`config.mk`:
```
export PLATFORM = sky130hd
export DESIGN_NAME = declaration_lexer
export DESIGN_NICKNAME = d
export VERILOG_FILES = /design/src/rtl/dl_pkg.sv /design/src/rtl/dl_lex_core.sv /design/src/rtl/dl_result_fifo.sv /design/src/rtl/declaration_lexer.sv
export SDC_FILE = /design/constraint.sdc
export NUM_CORES = 1
export LEC_CHECK = 0
export BUFFER_PORTS_ARGS = -buffer_cell sky130_fd_sc_hd__buf_2
export CORE_AREA = 2 2 60 85
export CTS_CLUSTER_DIAMETER = 50
export DETAILED_ROUTE_END_ITERATION = 12
export DIE_AREA = 0 0 62 87
export GPL_TIMING_DRIVEN = 0
export PLACE_DENSITY = 0.91
export RECOVER_POWER = 100
export REMOVE_ABC_BUFFERS = 1
export SLEW_MARGIN = 40
export SYNTH_ARGS = -nofsm -noshare
export SYNTH_HDL_FRONTEND = slang
export SYNTH_SLANG_ARGS = --single-unit
```
`constraint.sdc`:
```
create_clock -name clock -period 9.6 [get_ports clock]
set_clock_uncertainty 0.1 [all_clocks]
set_input_delay 2.88 -clock clock [delete_from_list [all_inputs] [get_ports clock]]
set_output_delay 2.88 -clock clock [all_outputs]
set_load 0.05 [all_outputs]
```
`src/rtl/dl_pkg.sv`:
```
// Package for the declaration lexer: lexer modes, token kinds, the event record
// and the character class helpers. No dependencies.
package dl_pkg;

   typedef enum logic [3:0] {
      MODE_IDLE      = 4'd0,
      MODE_IDENT     = 4'd1,
      MODE_NUMBER    = 4'd2,
      MODE_COLON     = 4'd3,
      MODE_TYPE_WAIT = 4'd4,
      MODE_PTR_WAIT  = 4'd5,
      MODE_TYPE_NAME = 4'd6,
      MODE_PTR_NAME  = 4'd7,
      MODE_SLASH     = 4'd8,
      MODE_COMMENT   = 4'd9
   } lex_mode_type;

   typedef enum logic [2:0] {
      KIND_IDENT    = 3'd0,
      KIND_TYPE     = 3'd1,
      KIND_PTR      = 3'd2,
      KIND_NUMBER   = 3'd3,
      KIND_ASSIGN   = 3'd4,
      KIND_STMT_END = 3'd5,
      KIND_OTHER    = 3'd6,
      KIND_END      = 3'd7
   } tok_kind_type;

   localparam logic [7:0] CH_COLON = 8'h3A;
   localparam logic [7:0] CH_EQUAL = 8'h3D;
   localparam logic [7:0] CH_SLASH = 8'h2F;
   localparam logic [7:0] CH_SEMI  = 8'h3B;
   localparam logic [7:0] CH_AT    = 8'h40;
   localparam logic [7:0] CH_CR    = 8'h0D;
   localparam logic [7:0] CH_LF    = 8'h0A;

   // One token event as it leaves the block.
   typedef struct packed {
      tok_kind_type kind;
      logic [7:0]   tok_char;
      logic         has_char;
      logic         first;
      logic         close;
      logic         last;
   } tok_event_type;

   // Events produced by one character, in order.
   typedef struct packed {
      logic [1:0]    count;
      tok_event_type ev0;
      tok_event_type ev1;
   } push_type;

   function automatic logic is_letter(input logic [7:0] c);
      return (c inside {[8'h41:8'h5A], [8'h61:8'h7A]});
   endfunction

   function automatic logic is_digit(input logic [7:0] c);
      return (c inside {[8'h30:8'h39]});
   endfunction

   function automatic logic is_space(input logic [7:0] c);
      return (c inside {8'h20, [8'h09:8'h0D]});
   endfunction

   function automatic tok_event_type make_event(input tok_kind_type kind,
                                                input logic [7:0] c,
                                                input logic has,
                                                input logic first,
                                                input logic close);
      tok_event_type ev;
      ev.kind     = kind;
      ev.tok_char = has ? c : 8'h00;
      ev.has_char = has;
      ev.first    = first;
      ev.close    = close;
      ev.last     = 1'b0;
      return ev;
   endfunction

endpackage

```
`src/rtl/dl_lex_core.sv`:
```
// Lexer mode register and the per-character event logic.
// Depends on dl_pkg.
module dl_lex_core
   import dl_pkg::*;
(
   input  logic       clock,
   input  logic       reset,
   input  logic       advance,
   input  logic [7:0] in_char,
   input  logic       in_end,
   output push_type   push
);

   lex_mode_type  mode_ff, mode_in;
   tok_event_type pre_ev, idle_ev, second_ev, ev0, ev1;
   logic          pre_v, idle_v, second_v, use_idle;
   lex_mode_type  idle_mode, stay_mode;

   // Handling of a character as seen from the idle mode.
   always_comb begin
      idle_v    = 1'b0;
      idle_mode = MODE_IDLE;
      idle_ev   = make_event(KIND_OTHER, in_char, 1'b1, 1'b1, 1'b1);
      if (is_space(in_char)) begin
         idle_v = 1'b0;
      end else if (in_char == CH_COLON) begin
         idle_mode = MODE_COLON;
      end else if (in_char == CH_SLASH) begin
         idle_mode = MODE_SLASH;
      end else if (in_char == CH_SEMI) begin
         idle_v  = 1'b1;
         idle_ev = make_event(KIND_STMT_END, in_char, 1'b0, 1'b1, 1'b1);
      end else if (is_letter(in_char)) begin
         idle_v    = 1'b1;
         idle_mode = MODE_IDENT;
         idle_ev   = make_event(KIND_IDENT, in_char, 1'b1, 1'b1, 1'b0);
      end else if (is_digit(in_char)) begin
         idle_v    = 1'b1;
         idle_mode = MODE_NUMBER;
         idle_ev   = make_event(KIND_NUMBER, in_char, 1'b1, 1'b1, 1'b0);
      end else begin
         idle_v = 1'b1;
      end
   end

   // Mode-specific event that comes before any idle handling.
   always_comb begin
      pre_v     = 1'b0;
      pre_ev    = make_event(KIND_END, in_char, 1'b0, 1'b1, 1'b1);
      use_idle  = 1'b0;
      stay_mode = mode_ff;
      if (in_end) begin
         stay_mode = MODE_IDLE;
         case (mode_ff)
            MODE_IDENT: begin
               pre_v  = 1'b1;
               pre_ev = make_event(KIND_IDENT, in_char, 1'b0, 1'b0, 1'b1);
            end
            MODE_NUMBER: begin
               pre_v  = 1'b1;
               pre_ev = make_event(KIND_NUMBER, in_char, 1'b0, 1'b0, 1'b1);
            end
            MODE_TYPE_NAME: begin
               pre_v  = 1'b1;
               pre_ev = make_event(KIND_TYPE, in_char, 1'b0, 1'b0, 1'b1);
            end
            MODE_PTR_NAME: begin
               pre_v  = 1'b1;
               pre_ev = make_event(KIND_PTR, in_char, 1'b0, 1'b0, 1'b1);
            end
            MODE_COLON, MODE_TYPE_WAIT: begin
               pre_v  = 1'b1;
               pre_ev = make_event(KIND_TYPE, in_char, 1'b0, 1'b1, 1'b1);
            end
            MODE_PTR_WAIT: begin
               pre_v  = 1'b1;
               pre_ev = make_event(KIND_PTR, in_char, 1'b0, 1'b1, 1'b1);
            end
            default: pre_v = 1'b0;
         endcase
      end else begin
         case (mode_ff)
            MODE_IDENT, MODE_TYPE_NAME, MODE_PTR_NAME, MODE_NUMBER: begin
               pre_v = 1'b1;
               if ((mode_ff == MODE_NUMBER) ? is_digit(in_char)
                                            : (is_letter(in_char) || is_digit(in_char))) begin
                  pre_ev = make_event(
                     (mode_ff == MODE_IDENT)     ? KIND_IDENT :
                     (mode_ff == MODE_NUMBER)    ? KIND_NUMBER :
                     (mode_ff == MODE_TYPE_NAME) ? KIND_TYPE : KIND_PTR,
                     in_char, 1'b1, 1'b0, 1'b0);
               end else begin
                  pre_ev = make_event(
                     (mode_ff == MODE_IDENT)     ? KIND_IDENT :
                     (mode_ff == MODE_NUMBER)    ? KIND_NUMBER :
                     (mode_ff == MODE_TYPE_NAME) ? KIND_TYPE : KIND_PTR,
                     in_char, 1'b0, 1'b0, 1'b1);
                  use_idle = 1'b1;
               end
            end
            MODE_COLON, MODE_TYPE_WAIT: begin
               if (mode_ff == MODE_COLON && in_char == CH_EQUAL) begin
                  pre_v     = 1'b1;
                  pre_ev    = make_event(KIND_ASSIGN, in_char, 1'b0, 1'b1, 1'b1);
                  stay_mode = MODE_IDLE;
               end else if (is_space(in_char)) begin
                  stay_mode = MODE_TYPE_WAIT;
               end else if (in_char == CH_AT) begin
                  stay_mode = MODE_PTR_WAIT;
               end else if (is_letter(in_char)) begin
                  pre_v     = 1'b1;
                  pre_ev    = make_event(KIND_TYPE, in_char, 1'b1, 1'b1, 1'b0);
                  stay_mode = MODE_TYPE_NAME;
               end else begin
                  // empty type name, then treat the character as fresh input
                  pre_v    = 1'b1;
                  pre_ev   = make_event(KIND_TYPE, in_char, 1'b0, 1'b1, 1'b1);
                  use_idle = 1'b1;
               end
            end
            MODE_PTR_WAIT: begin
               pre_v = 1'b1;
               if (is_letter(in_char)) begin
                  pre_ev    = make_event(KIND_PTR, in_char, 1'b1, 1'b1, 1'b0);
                  stay_mode = MODE_PTR_NAME;
               end else begin
                  pre_ev   = make_event(KIND_PTR, in_char, 1'b0, 1'b1, 1'b1);
                  use_idle = 1'b1;
               end
            end
            MODE_SLASH: begin
               if (in_char == CH_SLASH) begin
                  stay_mode = MODE_COMMENT;
               end else begin
                  use_idle = 1'b1;
               end
            end
            MODE_COMMENT: begin
               if (in_char == CH_CR || in_char == CH_LF) begin
                  stay_mode = MODE_IDLE;
               end
            end
            default: use_idle = 1'b1;
         endcase
      end
   end

   // Merge the two phases into an ordered pair and mark the last event.
   always_comb begin
      second_v  = in_end || (use_idle && idle_v);
      second_ev = in_end ? make_event(KIND_END, in_char, 1'b0, 1'b1, 1'b1) : idle_ev;
      mode_in   = use_idle ? idle_mode : stay_mode;
      ev0       = pre_v ? pre_ev : second_ev;
      ev1       = second_ev;
      push.count = {1'b0, pre_v} + {1'b0, second_v};
      if (pre_v && second_v) begin
         ev1.last = 1'b1;
      end else begin
         ev0.last = 1'b1;
      end
      push.ev0 = ev0;
      push.ev1 = ev1;
   end

   always_ff @(posedge clock) begin
      if (reset) begin
         mode_ff <= MODE_IDLE;
      end else if (advance) begin
         mode_ff <= mode_in;
      end
   end

endmodule

```
`src/rtl/dl_result_fifo.sv`:
```
// Two-entry result queue that takes up to two events per cycle.
// Depends on dl_pkg.
module dl_result_fifo
   import dl_pkg::*;
(
   input  logic          clock,
   input  logic          reset,
   input  push_type      push,
   input  logic          pop,
   output tok_event_type head,
   output logic          head_valid,
   output logic [1:0]    space
);

   tok_event_type e0_ff, e0_in, e1_ff, e1_in;
   logic [1:0]    cnt_ff, cnt_in, base;

   assign head       = e0_ff;
   assign head_valid = (cnt_ff != 2'd0);
   assign space      = 2'd2 - cnt_ff + {1'b0, pop};
   assign base       = cnt_ff - {1'b0, pop};

   always_comb begin
      e0_in  = pop ? e1_ff : e0_ff;
      e1_in  = e1_ff;
      cnt_in = base + push.count;
      if (push.count != 2'd0) begin
         case (base)
            2'd0: begin
               e0_in = push.ev0;
               e1_in = push.ev1;
            end
            2'd1: e1_in = push.ev0;
            default: e1_in = e1_ff;
         endcase
      end
   end

   always_ff @(posedge clock) begin
      if (reset) begin
         cnt_ff <= 2'd0;
      end else begin
         cnt_ff <= cnt_in;
      end
      e0_ff <= e0_in;
      e1_ff <= e1_in;
   end

endmodule

```
`src/rtl/declaration_lexer.sv`:
```
// Top level of the declaration lexer: input register, lexer core, result queue.
// Depends on dl_pkg, dl_lex_core and dl_result_fifo.
//
// Streaming lexer for simple declarations such as "x : int := 1;". Each
// request transaction carries one character, or an end-of-text mark in
// req_tuser, and yields zero, one or two token events on the response side.
// Identifiers, numbers and type names stream out one character per event and
// end with a close event; ':=' gives an assignment token, ';' a statement end,
// '//' comments run to CR or LF and spaces are skipped. rsp_tlast marks the
// last event caused by a request. A request passes the input register and the
// queue register before its first response. A new character is taken every
// cycle while each one gives at most one event and rsp_tready stays high; a
// character that gives two events (an open token or a pending type closed by
// a character that makes its own event, or end of text with a token or type
// pending) may stall input while one response port drains the two-entry queue.
module declaration_lexer
   import dl_pkg::*;
(
   input  logic       clock,
   input  logic       reset,
   input  logic       req_tvalid,
   output logic       req_tready,
   input  logic [7:0] req_tdata,   // [7:0] in_char
   input  logic       req_tuser,   // [0] in_end
   output logic       rsp_tvalid,
   input  logic       rsp_tready,
   output logic [7:0] rsp_tdata,   // [7:0] tok_char
   output logic [5:0] rsp_tuser,   // [2:0] tok_kind, [3] has_char, [4] tok_first, [5] tok_close
   output logic       rsp_tlast    // run_last
);

   logic          s1_valid_ff, s1_valid_in;
   logic [7:0]    s1_char_ff;
   logic          s1_end_ff;
   logic          advance, pop, head_valid;
   logic [1:0]    space;
   push_type      push_raw, push_gated;
   tok_event_type head;

   // Advance the held character once the queue can absorb all of its events.
   assign advance    = s1_valid_ff && (push_raw.count <= space);
   assign req_tready = !s1_valid_ff || advance;
   assign pop        = rsp_tvalid && rsp_tready;

   always_comb begin
      push_gated = push_raw;
      if (!advance) begin
         push_gated.count = 2'd0;
      end
   end

   assign s1_valid_in = req_tvalid || (s1_valid_ff && !advance);

   always_ff @(posedge clock) begin
      if (reset) begin
         s1_valid_ff <= 1'b0;
      end else begin
         s1_valid_ff <= s1_valid_in;
      end
      // hold the character until it advances
      if (req_tready) begin
         s1_char_ff <= req_tdata;
         s1_end_ff  <= req_tuser;
      end
   end

   dl_lex_core u_core (
      .clock   (clock),
      .reset   (reset),
      .advance (advance),
      .in_char (s1_char_ff),
      .in_end  (s1_end_ff),
      .push    (push_raw)
   );

   dl_result_fifo u_fifo (
      .clock      (clock),
      .reset      (reset),
      .push       (push_gated),
      .pop        (pop),
      .head       (head),
      .head_valid (head_valid),
      .space      (space)
   );

   assign rsp_tvalid = head_valid;
   assign rsp_tdata  = head.tok_char;
   assign rsp_tuser  = {head.close, head.first, head.has_char, head.kind};
   assign rsp_tlast  = head.last;

endmodule

```
**Word level (Yosys, flattened, before mapping)**

Index checks and enable logic that the tools add are counted.

- Mux-type cells: 60
- Reductions and logical operators: 30
- Magnitude comparators: 9
- Equality and inequality tests: 22
- $add $sub $neg: 5

Operators by type and width:

| cell | number |
|---|---|
| $mux W15 | 15 |
| $pmux W15 S6 | 1 |
| $mux W4 | 14 |
| $pmux W15 S3 | 1 |
| $eq A8 B6 Y1 const B | 5 |
| $mux W12 | 3 |
| $pmux W15 S2 | 1 |
| $mux W1 | 17 |
| $eq A4 B3 Y1 const B | 4 |
| $eq A8 B4 Y1 const B | 2 |
| $ge A8 B7 Y1 const B | 2 |
| $le A8 B7 Y1 const B | 2 |
| $pmux W4 S4 | 1 |
| $ne A4 B2 Y1 const B | 3 |
| $logic_and A1 B1 Y1 | 10 |
| $reduce_bool A2 Y1 | 5 |
| $eq A4 B2 Y1 const B | 2 |
| $eq A4 B4 Y1 const B | 2 |
| $eq A8 B7 Y1 const B | 1 |
| $ge A8 B4 Y1 const B | 1 |
| $ge A8 B6 Y1 const B | 1 |
| $le A8 B4 Y1 const B | 1 |
| $le A8 B6 Y1 const B | 1 |
| $ne A7 B2 Y1 const B | 1 |
| 22 further kinds | 30 |

- Output and inout port bits: 17
- Flip-flop bits (word level): 46
- Word-level logic and storage cells: 143

**Logic depth before layout (Yosys ltp)**

Gate-level depths: netlist (run 1).

- Depth after elaboration: 17
- Mapped depth: 19
- Depth with buffers taken out: 17

**Modules after synthesis**

Synthesis (run 1) repeated with hierarchy kept, for this count alone.

- Cell total of the unflattened synthesis: 285
- Area, all modules: 3024.2 µm²

By module, submodules not included:

| module | cells an instance | seq. area each (µm²) | area an instance (µm²) | instances |
|---|---|---|---|---|
| dl_result_fifo | 102 | 790.8 | 1520.2 | 1 |
| dl_lex_core | 159 | 80.1 | 1104.8 | 1 |
| declaration_lexer | 24 | 290.3 | 399.1 | 1 |

**Worst setup path before layout (run 1)**

No wires, ideal clock.

- Path type: input-to-output
- From: in rsp_tready
- To: out req_tready
- Stages on the path: 9
- Arrival: 5.104 ns
- Required time: 6.620 ns
- Path buffers: 1
- Setup slack: 1.516 ns
- Path through: nand2_1 -> clkbuf_1 -> ha_1 -> xor2_1 -> ha_1 -> nor2b_1 -> o21ai_0 -> inv_1 -> nand2_1

- Longest elaborated chain between the ends: 5

Ends and longest elaborated chain:

| element | RTL line | RTL |
|---|---|---|
| start: declaration | declaration_lexer.sv:26 | `input logic rsp_tready,` |
| $logic_and A1 B1 Y1 | declaration_lexer.sv:43 | `assign pop = rsp_tvalid && rsp_tready;` |
| $add A2 B1 Y2 | dl_result_fifo.sv:20 | `assign space = 2'd2 - cnt_ff + {1'b0, pop};` |
| $le A2 B2 Y1 | declaration_lexer.sv:41 | `assign advance = s1_valid_ff && (push_raw.count <= space);` |
| $logic_and A1 B1 Y1 | declaration_lexer.sv:41 |  |
| $logic_or A1 B1 Y1 | declaration_lexer.sv:42 | `assign req_tready = !s1_valid_ff \|\| advance;` |
| end: declaration | declaration_lexer.sv:22 | `output logic req_tready,` |

Every way passes these cells.

**Worst setup path in the final report (run 1)**

Same ends and word-level chain as after synthesis.

==> impl_metrics.toml, run 1 <==
[run_status]
outcome = "finished, final reports clean"

[route]
viasPerCell = 5.96
wl_per_cell_um = 14.6
initialDrtViolationCount = 100
dr_wl_met2_mm = 2.77
routed_wl_mm = 5.51
wl_met1_mm = 2.24
highest_layer = "met4"
dr_wl_met3_um = 309
vias = 2241
firstDrtPassIters = 4
antenna_left = 0
drc = 0

[critical_path]
crit_start = "rsp_tready"
regToRegStartpoint = "s1_char_ff[5]"
startpoint_type = "input pin"
critical-path-slowest-cell = "nand2_1"
cp.arrival_ns = 5.60
endpoint_kind = "output port"
critical_path_class = "in2out"
crit_chain = "buf_2 -> nand2_1 -> inv_1 -> ha_1 -> inv_1 -> ha_1 -> nor2b_1 -> o21ai_0 -> inv_1 -> nand2_1 -> clkbuf_1"
crit_fanout = 17
crit_required_ns = 6.62
cp_slowest_stage_delay_ns = 0.57
path_common_cell = "inv_1"

[logic_synthesis]
ys_seq_area_share_pct = 42.8
synth_ff_type = "edfxtp_1"
synth-edff-count = 24
yosysWarningCount = 0
syn-cell-area_um2 = 2710
syn_area_per_cell_um2 = 9.26
syn_inst = 293
yosys.cell_types.count = 58
ys_ff_latch = 46
async_flop_share_pct = 0

[clock_network]
cts_hold_buffers = 0
postCtsSetupBuffers = 0
path_clk_slew_ns = 0.09
numCtsBuffers = 5
clkLatencyLatePin_ns = 0.31
post_cts_resized = 0
htreeDepth = 2
root_buffer = "clkbuf_8"
cts_tree = "yes"
clk_path_buf_depth = 2
cts_sinks = 46

[global_route]
antenna_found_initial = 0
grt_pass1_vias = 2070
grt.total_usage_pct = 23.0
grt_pass1_wl_mm = 9.25
grt_max_degree = 20
grt_overflow = 0

[pwr]
finalPower_w = 0.000945
vdd_drop_max_uv = 166
p_per_area_nw_per_um2 = 326
power.leakage_nw = 1.11

[final_layout]
area_growth_pct = 6.92
stdcell_count = 376
num_antenna_cells = 0
fillCellCount = 412
fin_nets = 330
drive_above_1_share_pct = 9.62
final_common_cell = "a21oi_1"
final_cell_mix = "a21oi_1, edfxtp_1, nand2_1, nor2_1, dfxtp_1"
final_area_um2 = 2900

[timing]
worst_pin_slew_ns = 1.28
finalSetupViolations = 0
max-slew-margin-rel_pct = 14.0
period_needed_ns = 8.58
layout_setup_ws_ns = 1.02
setup_tns_ns = 0
final_max_slew_viol_count = 0
rsz0062_at_grt = "false"
clock.fmax_mhz = 117
finalHoldViolCount = 0
final_min_period_over_clock_period_pct = 89.4

[placement]
io_buffers = 29
place_area_um2 = 2880
hpwl_mm = 3.97
place_ws_ns = 1.14
place_inst = 368
place.gp.congestion = 0.924

[floorplan]
core.rowCount = 30
num_io_pins = 30
die_y_um = 87
fp.dieW_um = 62
die_area_um2 = 5390
core_um2 = 4690
start_util_pct = 57.8

[flow_run]
maxCapViolCount = 0

[worst_hold_path]
hold_class = "reg2reg"
hp-start = "u_fifo.e1_ff[1]"
[cells by family after synthesis]
logic type	share of synthesized area, %
AO/OA/AOI/OAI	21.3
flip-flops	42.8
AND/OR/NAND/NOR	21.3
XOR/XNOR	1.94
adder cells (fa/ha/maj)	2.77
buffers and inverters	4.61
multiplexers	5.30
[Yosys cell counts, types with 3 or more instances]
library cell	instances	area, um^2
a21oi_1	24	120
edfxtp_1	24	721
nand2_1	23	86.3
nor2_1	23	86.3
dfxtp_1	22	440
clkbuf_1	14	52.6
and2_1	12	75.1
o21ai_1	12	60.1
inv_1	11	41.3
mux2i_1	11	110
o21ai_0	11	55.1
nand2b_1	9	56.3
ha_1	6	75.1
nor2b_1	5	31.3
nor3_1	5	25.0
o2bb2ai_1	5	43.8
a211oi_1	4	30.0
a31oi_1	4	25.0
buf_2	4	20.0
o21a_1	4	30.0
mux2_2	3	33.8
nand3_1	3	15.0
nand3b_1	3	22.5
nor4_1	3	18.8
xnor2_1	3	26.3
xor2_1	3	26.3
[metrics by stage]
stage	util, %	hold slack (ns)
after floorplan	-	0.379
after detailed placement	61.3	0.409
after global routing	61.8	0.453
after global placement	60.8	0.390
final	61.8	0.433
after CTS	63.3	0.433
[state kept, by name, indices dropped and copies added (netlist names)]
name,count
s1_char_ff,8
s1_end_ff,1
s1_valid_ff,1
u_core.mode_ff,4
u_fifo.cnt_ff,2
u_fifo.e1_ff,15
u_fifo.head,15
[path summary, 6_finish.rpt]
kind	end	slack [ns]	depth (start not counted)
max	req_tready	1.02	11
min	u_fifo.head[1]	0.43	2
max reg2reg	u_fifo.head[3]	3.59	15
min reg2reg	u_fifo.head[1]	0.43	2
[layout make-up]
cell class	instances	area (um^2)	area share, %
flip-flops and latches	46	1160	40.0
clock buffers	5	68.8	2.37
clock inverters	3	23.8	0.820
well taps	64	80.1	2.76
inverters	11	41.3	1.42
multi-input cells	217	1400	48.2
repair buffers	30	128	4.40
[critical path, delay by kind of cell]
kind            cells  cell delay (ns)
buf+inv             5             1.00
simple gates        3             0.92
fa+ha+maj           2             0.52
compound gates      1             0.27
[power by group]
group | internal [W] | switching [W]
Sequential | 0.000292 | 0.0000590
Clock | 0.0000521 | 0.0000710
Combinational | 0.000145 | 0.000326
[routing by layer]
layer | global-route usage (%) | up-vias
li1 | - | 1101
met1 | 28.3 | 1029
met2 | 37.2 | 94
met3 | 3.86 | 17
met4 | 12.2 | 0
met5 | 0 | -
Note: power is estimated with default switching activity, not from simulation.
==> inputs of run 2 (changes only) <==
--- a/config.mk
+++ b/config.mk
@@ -6,14 +6,13 @@
 export NUM_CORES = 1
 export LEC_CHECK = 0
 export BUFFER_PORTS_ARGS = -buffer_cell sky130_fd_sc_hd__buf_2
-export CORE_AREA = 2 2 60 85
+export CORE_AREA = 2 2 66 93
 export CTS_CLUSTER_DIAMETER = 50
 export DETAILED_ROUTE_END_ITERATION = 12
-export DIE_AREA = 0 0 62 87
+export DIE_AREA = 0 0 68 95
 export GPL_TIMING_DRIVEN = 0
-export PLACE_DENSITY = 0.91
+export PLACE_DENSITY = 0.79
 export RECOVER_POWER = 100
-export REMOVE_ABC_BUFFERS = 1
 export SLEW_MARGIN = 40
 export SYNTH_ARGS = -nofsm -noshare
 export SYNTH_HDL_FRONTEND = slang
==> run 2 against run 1 <==
Net effect: first-iteration DRC count increased by 8.0%; critical path depth unchanged; power increased by 1.2%; worst hold slack got worse by 0.0033 ns; sequential power decreased by 8.0%; critical path type unchanged; largest cell class unchanged; highest routed layer unchanged.
==> impl_metrics.toml, run 2 (same netlist as run 1, synthesis figures left out) <==
[run_status]
outcome = "finished, final reports clean"

[critical_path]
rrSetupSlack_ns = 3.86
regToRegStartpoint = "s1_char_ff[6]"
crit_fanout = 11
endpoint_kind = "output port"
crit_start = "rsp_tready"
crit_required_ns = 6.62
endpoint = "req_tready"
cp.arrival_ns = 5.91
critical_path_class = "in2out"
reg2regPathDepth = 16
r2r_end = "u_fifo.head[3]"
startpoint_type = "input pin"

[pwr]
power.leakage_nw = 1.15
finalPower_w = 0.000955
vdd_drop_max_uv = 103
p_per_area_nw_per_um2 = 320

[clock_network]
root_buffer = "clkbuf_8"
path_clk_slew_ns = 0.09
postCtsSetupBuffers = 0
numCtsBuffers = 5
cts_sinks = 46
post_cts_resized = 0
clk_path_buf_depth = 2
clkLatencyLatePin_ns = 0.30
cts_tree = "yes"
htreeDepth = 2
cts_hold_buffers = 0

[placement]
place_ws_ns = 0.802
io_buffers = 29
hpwl_mm = 4.51
place.gp.congestion = 0.910

[global_route]
grt_overflow = 0
grt.total_usage_pct = 19.9
grt_pass1_vias = 2062
grt_max_degree = 17
grt_pass1_wl_mm = 9.74
antenna_found_initial = 0

[floorplan]
num_io_pins = 30
fp.dieW_um = 68
start_util_pct = 47.6
core.rowCount = 33
die_area_um2 = 6460
die_y_um = 95
core_um2 = 5700

[final_layout]
num_antenna_cells = 0
area_growth_pct = 9.96
fin_nets = 348
final_common_cell = "clkbuf_1"
final_cell_mix = "clkbuf_1, a21oi_1, edfxtp_1"
drive_above_1_share_pct = 10.6
fillCellCount = 532

[route]
antenna_left = 0
viasPerCell = 5.67
routed_wl_mm = 6.07
vias = 2266
drc = 0
wl_per_cell_um = 15.2
initialDrtViolationCount = 108
firstDrtPassIters = 6

[timing]
period_needed_ns = 8.89
rsz0062_at_grt = "false"
worst_pin_slew_ns = 1.30
final_max_slew_viol_count = 0
clock.fmax_mhz = 113
finalHoldViolCount = 0
final_min_period_over_clock_period_pct = 92.6
finalSetupViolations = 0
max-slew-margin-rel_pct = 13.2
setup_tns_ns = 0
layout_setup_ws_ns = 0.714

[flow_run]
maxCapViolCount = 0

[logic_synthesis]
synth_nets = 312

[worst_hold_path]
hold_class = "reg2reg"
run 2: cell type report:
type / count / area (um^2) / area share, %
Buffer: 19 / 83.8 / 2.81
Clock inverter: 3 / 20.0 / 0.671
Tap cell: 70 / 87.6 / 2.94
Multi-Input combinational cell: 217 / 1400 / 46.8
Inverter: 11 / 41.3 / 1.38
Sequential cell: 46 / 1160 / 38.9
Clock buffer: 5 / 68.8 / 2.31
Timing Repair Buffer: 29 / 124 / 4.15
run 2: report_power, final:
part	internal, W	leakage, nW	switching [W]
Combinational	0.000154	0.694	0.000357
Sequential	0.000292	0.411	0.0000319
Clock	0.0000515	0.0484	0.0000700
Total	0.000497	1.15	0.000459
run 2: worst min-delay path by stage:
stage / startpoint / endpoint / slack (ns) / cells after the start
6_report: u_fifo.e1_ff[10] / u_fifo.head[10] / 0.43 / 2
5_1_grt: u_fifo.e1_ff[11] / u_fifo.head[11] / 0.47 / 2
4_1_cts: u_fifo.e1_ff[10] / u_fifo.head[10] / 0.43 / 2
3_5_place_dp: u_fifo.e1_ff[10] / u_fifo.head[10] / 0.41 / 2
3_3_place_gp: u_fifo.e1_ff[3] / u_fifo.head[3] / 0.39 / 2
2_1_floorplan: u_fifo.e1_ff[2] / u_fifo.head[2] / 0.38 / 2
run 2: critical path: stages:
cell,delay (ns)
buf_2,0.09
nand2_1,0.23
clkbuf_1,0.60
ha_1,0.30
xor2_1,0.18
ha_1,0.26
nor2b_1,0.13
o21ai_0,0.24
inv_1,0.07
nand2_1,0.38
clkbuf_1,0.51
run 2: metrics by stage:
stage          instance area [um^2]  std cells  hold slack (ns)  utilization (%)
6_report                       2980        400            0.430             52.3
5_1_grt                        2980        400            0.473             52.3
4_1_cts                        3040        400            0.425             53.3
3_5_place_dp                   2950        392            0.407             51.7
3_3_place_gp                   2950        392            0.391             51.7
2_1_floorplan                  2710        293            0.379                -
run 2: routing by layer:
| layer | track usage (%) | vias to the layer above | wire length, um |
|---|---|---|---|
| li1 | - | 1134 | - |
| met1 | 24.3 | 1054 | 2570 |
| met2 | 33.2 | 60 | 3040 |
| met3 | 3.10 | 18 | 242 |
| met4 | 9.83 | 0 | 217 |
| met5 | 0 | - | 0 |
==> inputs of run 3 (changes only) <==
--- a/config.mk
+++ b/config.mk
@@ -6,12 +6,13 @@
 export NUM_CORES = 1
 export LEC_CHECK = 0
 export BUFFER_PORTS_ARGS = -buffer_cell sky130_fd_sc_hd__buf_2
-export CORE_AREA = 2 2 66 93
+export CAP_MARGIN = 5
+export CORE_AREA = 2 2 59 83
 export CTS_CLUSTER_DIAMETER = 50
 export DETAILED_ROUTE_END_ITERATION = 12
-export DIE_AREA = 0 0 68 95
+export DIE_AREA = 0 0 61 85
 export GPL_TIMING_DRIVEN = 0
-export PLACE_DENSITY = 0.79
+export PLACE_DENSITY = 0.94
 export RECOVER_POWER = 100
 export SLEW_MARGIN = 40
 export SYNTH_ARGS = -nofsm -noshare
==> run 3 against run 2 <==
Net effect: first-iteration DRC count grew 31%; critical path depth unchanged; worst setup slack better by 0.021 ns; worst hold slack got worse by 0.0035 ns; wire length is 1.8% lower; core utilization rose by 14 points; cell count decreased by 2.0%; design area fell by 0.34%; sequential share of layout area rose by 0.13 points; global-route usage up 4.8 points; register-to-register slack hardly changed; critical endpoint unchanged.
==> impl_metrics.toml, run 3 (same netlist as run 1, synthesis figures left out) <==
[run_status]
outcome = "finished, final reports clean"

[critical_path]
startpoint_type = "input pin"
cp.arrival_ns = 5.89
crit_start = "rsp_tready"
critical_path_class = "in2out"
regToRegStartpoint = "s1_char_ff[6]"
cp_slowest_stage_delay_ns = 0.62
crit_fanout = 11
endpoint_kind = "output port"
crit_chain = "buf_2 -> nand2_1 -> clkbuf_1 -> ha_1 -> xor2_1 -> ha_1 -> nor2b_1 -> o21ai_0 -> inv_1 -> nand2_1 -> clkbuf_1"
critical-path-slowest-cell = "clkbuf_1"
reg2regPathDepth = 16
crit_required_ns = 6.62

[clock_network]
post_cts_resized = 0
postCtsSetupBuffers = 0
cts_sinks = 46
root_buffer = "clkbuf_8"
clk_path_buf_depth = 2
cts_tree = "yes"
cts_hold_buffers = 0
clkLatencyLatePin_ns = 0.30
numCtsBuffers = 5
path_clk_slew_ns = 0.09
htreeDepth = 2

[floorplan]
die_area_um2 = 5190
start_util_pct = 60.8
die_y_um = 85
fp.dieW_um = 61
core.rowCount = 29
num_io_pins = 30
core_um2 = 4460

[global_route]
grt.total_usage_pct = 24.7
grt_pass1_vias = 2173
grt_max_degree = 17
antenna_found_initial = 0
grt_pass1_wl_mm = 9.72
grt_overflow = 0

[timing]
final_min_period_over_clock_period_pct = 92.4
worst_pin_slew_ns = 1.22
max-slew-margin-rel_pct = 18.1
final_max_slew_viol_count = 0
period_needed_ns = 8.87
finalSetupViolations = 0
clock.fmax_mhz = 113
setup_tns_ns = 0
finalHoldViolCount = 0
rsz0062_at_grt = "false"

[logic_synthesis]
synth_nets = 312

[final_layout]
drive_above_1_share_pct = 10.6
multi_input_area_um2 = 1400
final_cell_mix = "clkbuf_1, a21oi_1, edfxtp_1"
seqCellArea_um2 = 1160
fillCellCount = 370
final_common_cell = "clkbuf_1"
fin_nets = 348
final_area_um2 = 2970
num_antenna_cells = 0
area_growth_pct = 9.59

[route]
vias = 2325
initialDrtViolationCount = 142
viasPerCell = 5.93
routed_wl_mm = 5.96
wl_per_cell_um = 15.2
antenna_left = 0
firstDrtPassIters = 4
drc = 0

[pwr]
internal_power_w = 0.000497
power_frac_comb_pct = 53.8
p_seq_share_pct = 33.9
vdd_drop_max_uv = 117
power.leakage_nw = 1.15
pwr-share-clk_pct = 12.3
p_switching_w = 0.000460
p_per_area_nw_per_um2 = 322
swShare_pct = 48.0

[worst_hold_path]
hp-start = "u_fifo.e1_ff[2]"
hold_depth = 2
hold_class = "reg2reg"

[flow_run]
maxCapViolCount = 0

[placement]
hpwl_mm = 4.43
place_area_um2 = 2940
io_buffers = 29
place.gp.congestion = 0.912
-- run 3: cell counts in the layout (fill, tap and decap cells not counted) --
Identical to the previous run, type by type.
-- run 3: final timing paths --
kind / to / slack (ns)
worst max-delay path: req_tready / 0.73
worst min-delay path: u_fifo.head[2] / 0.43
worst max register to register: u_fifo.head[3] / 3.87
worst min register to register: u_fifo.head[2] / 0.43
-- run 3: per-stage QoR --
step	hold slack, ns	cells	utilization (%)	setup slack (ns)	total power (W)
after floorplan	0.379	293	-	1.52	0.000745
after global placement	0.391	384	65.8	0.912	0.000840
after detailed placement	0.408	384	65.8	0.870	0.000862
after CTS	0.427	392	67.8	0.853	0.000979
after global routing	0.435	392	66.6	0.445	0.00103
final	0.426	392	66.6	0.734	0.000957
-- run 3: power groups by stage --
stage | clock (W) | sequential, W | combinational [W]
global route | 0.000126 | 0.000333 | 0.000568
finish | 0.000117 | 0.000325 | 0.000515
global placement | 0 | 0.000323 | 0.000517
CTS | 0.000118 | 0.000324 | 0.000538
detailed placement | 0 | 0.000328 | 0.000533
floorplan | 0 | 0.000430 | 0.000315
-- run 3: cell type report --
class,count,area share (%)
Sequential cell,46,39.1
Tap cell,62,2.61
Buffer,19,2.82
Clock buffer,5,2.31
Inverter,11,1.39
Clock inverter,3,0.673
Timing Repair Buffer,29,4.17
Multi-Input combinational cell,217,47.0
-- run 3: worst max-delay path: cells and delay by family --
kind | cells | cell delay, ns
buf+inv | 4 | 1.29
simple gates | 3 | 0.69
fa+ha+maj | 2 | 0.55
compound gates | 1 | 0.29
xor+xnor | 1 | 0.16
-- run 3: metal layers --
metal  global-route usage [%]  share of wire, %  vias up
li1                         -                 -     1134
met1                     27.9                39     1075
met2                     43.4                53       99
met3                     4.88               4.9       17
met4                     10.7               3.0        0
met5                        0                 0        -
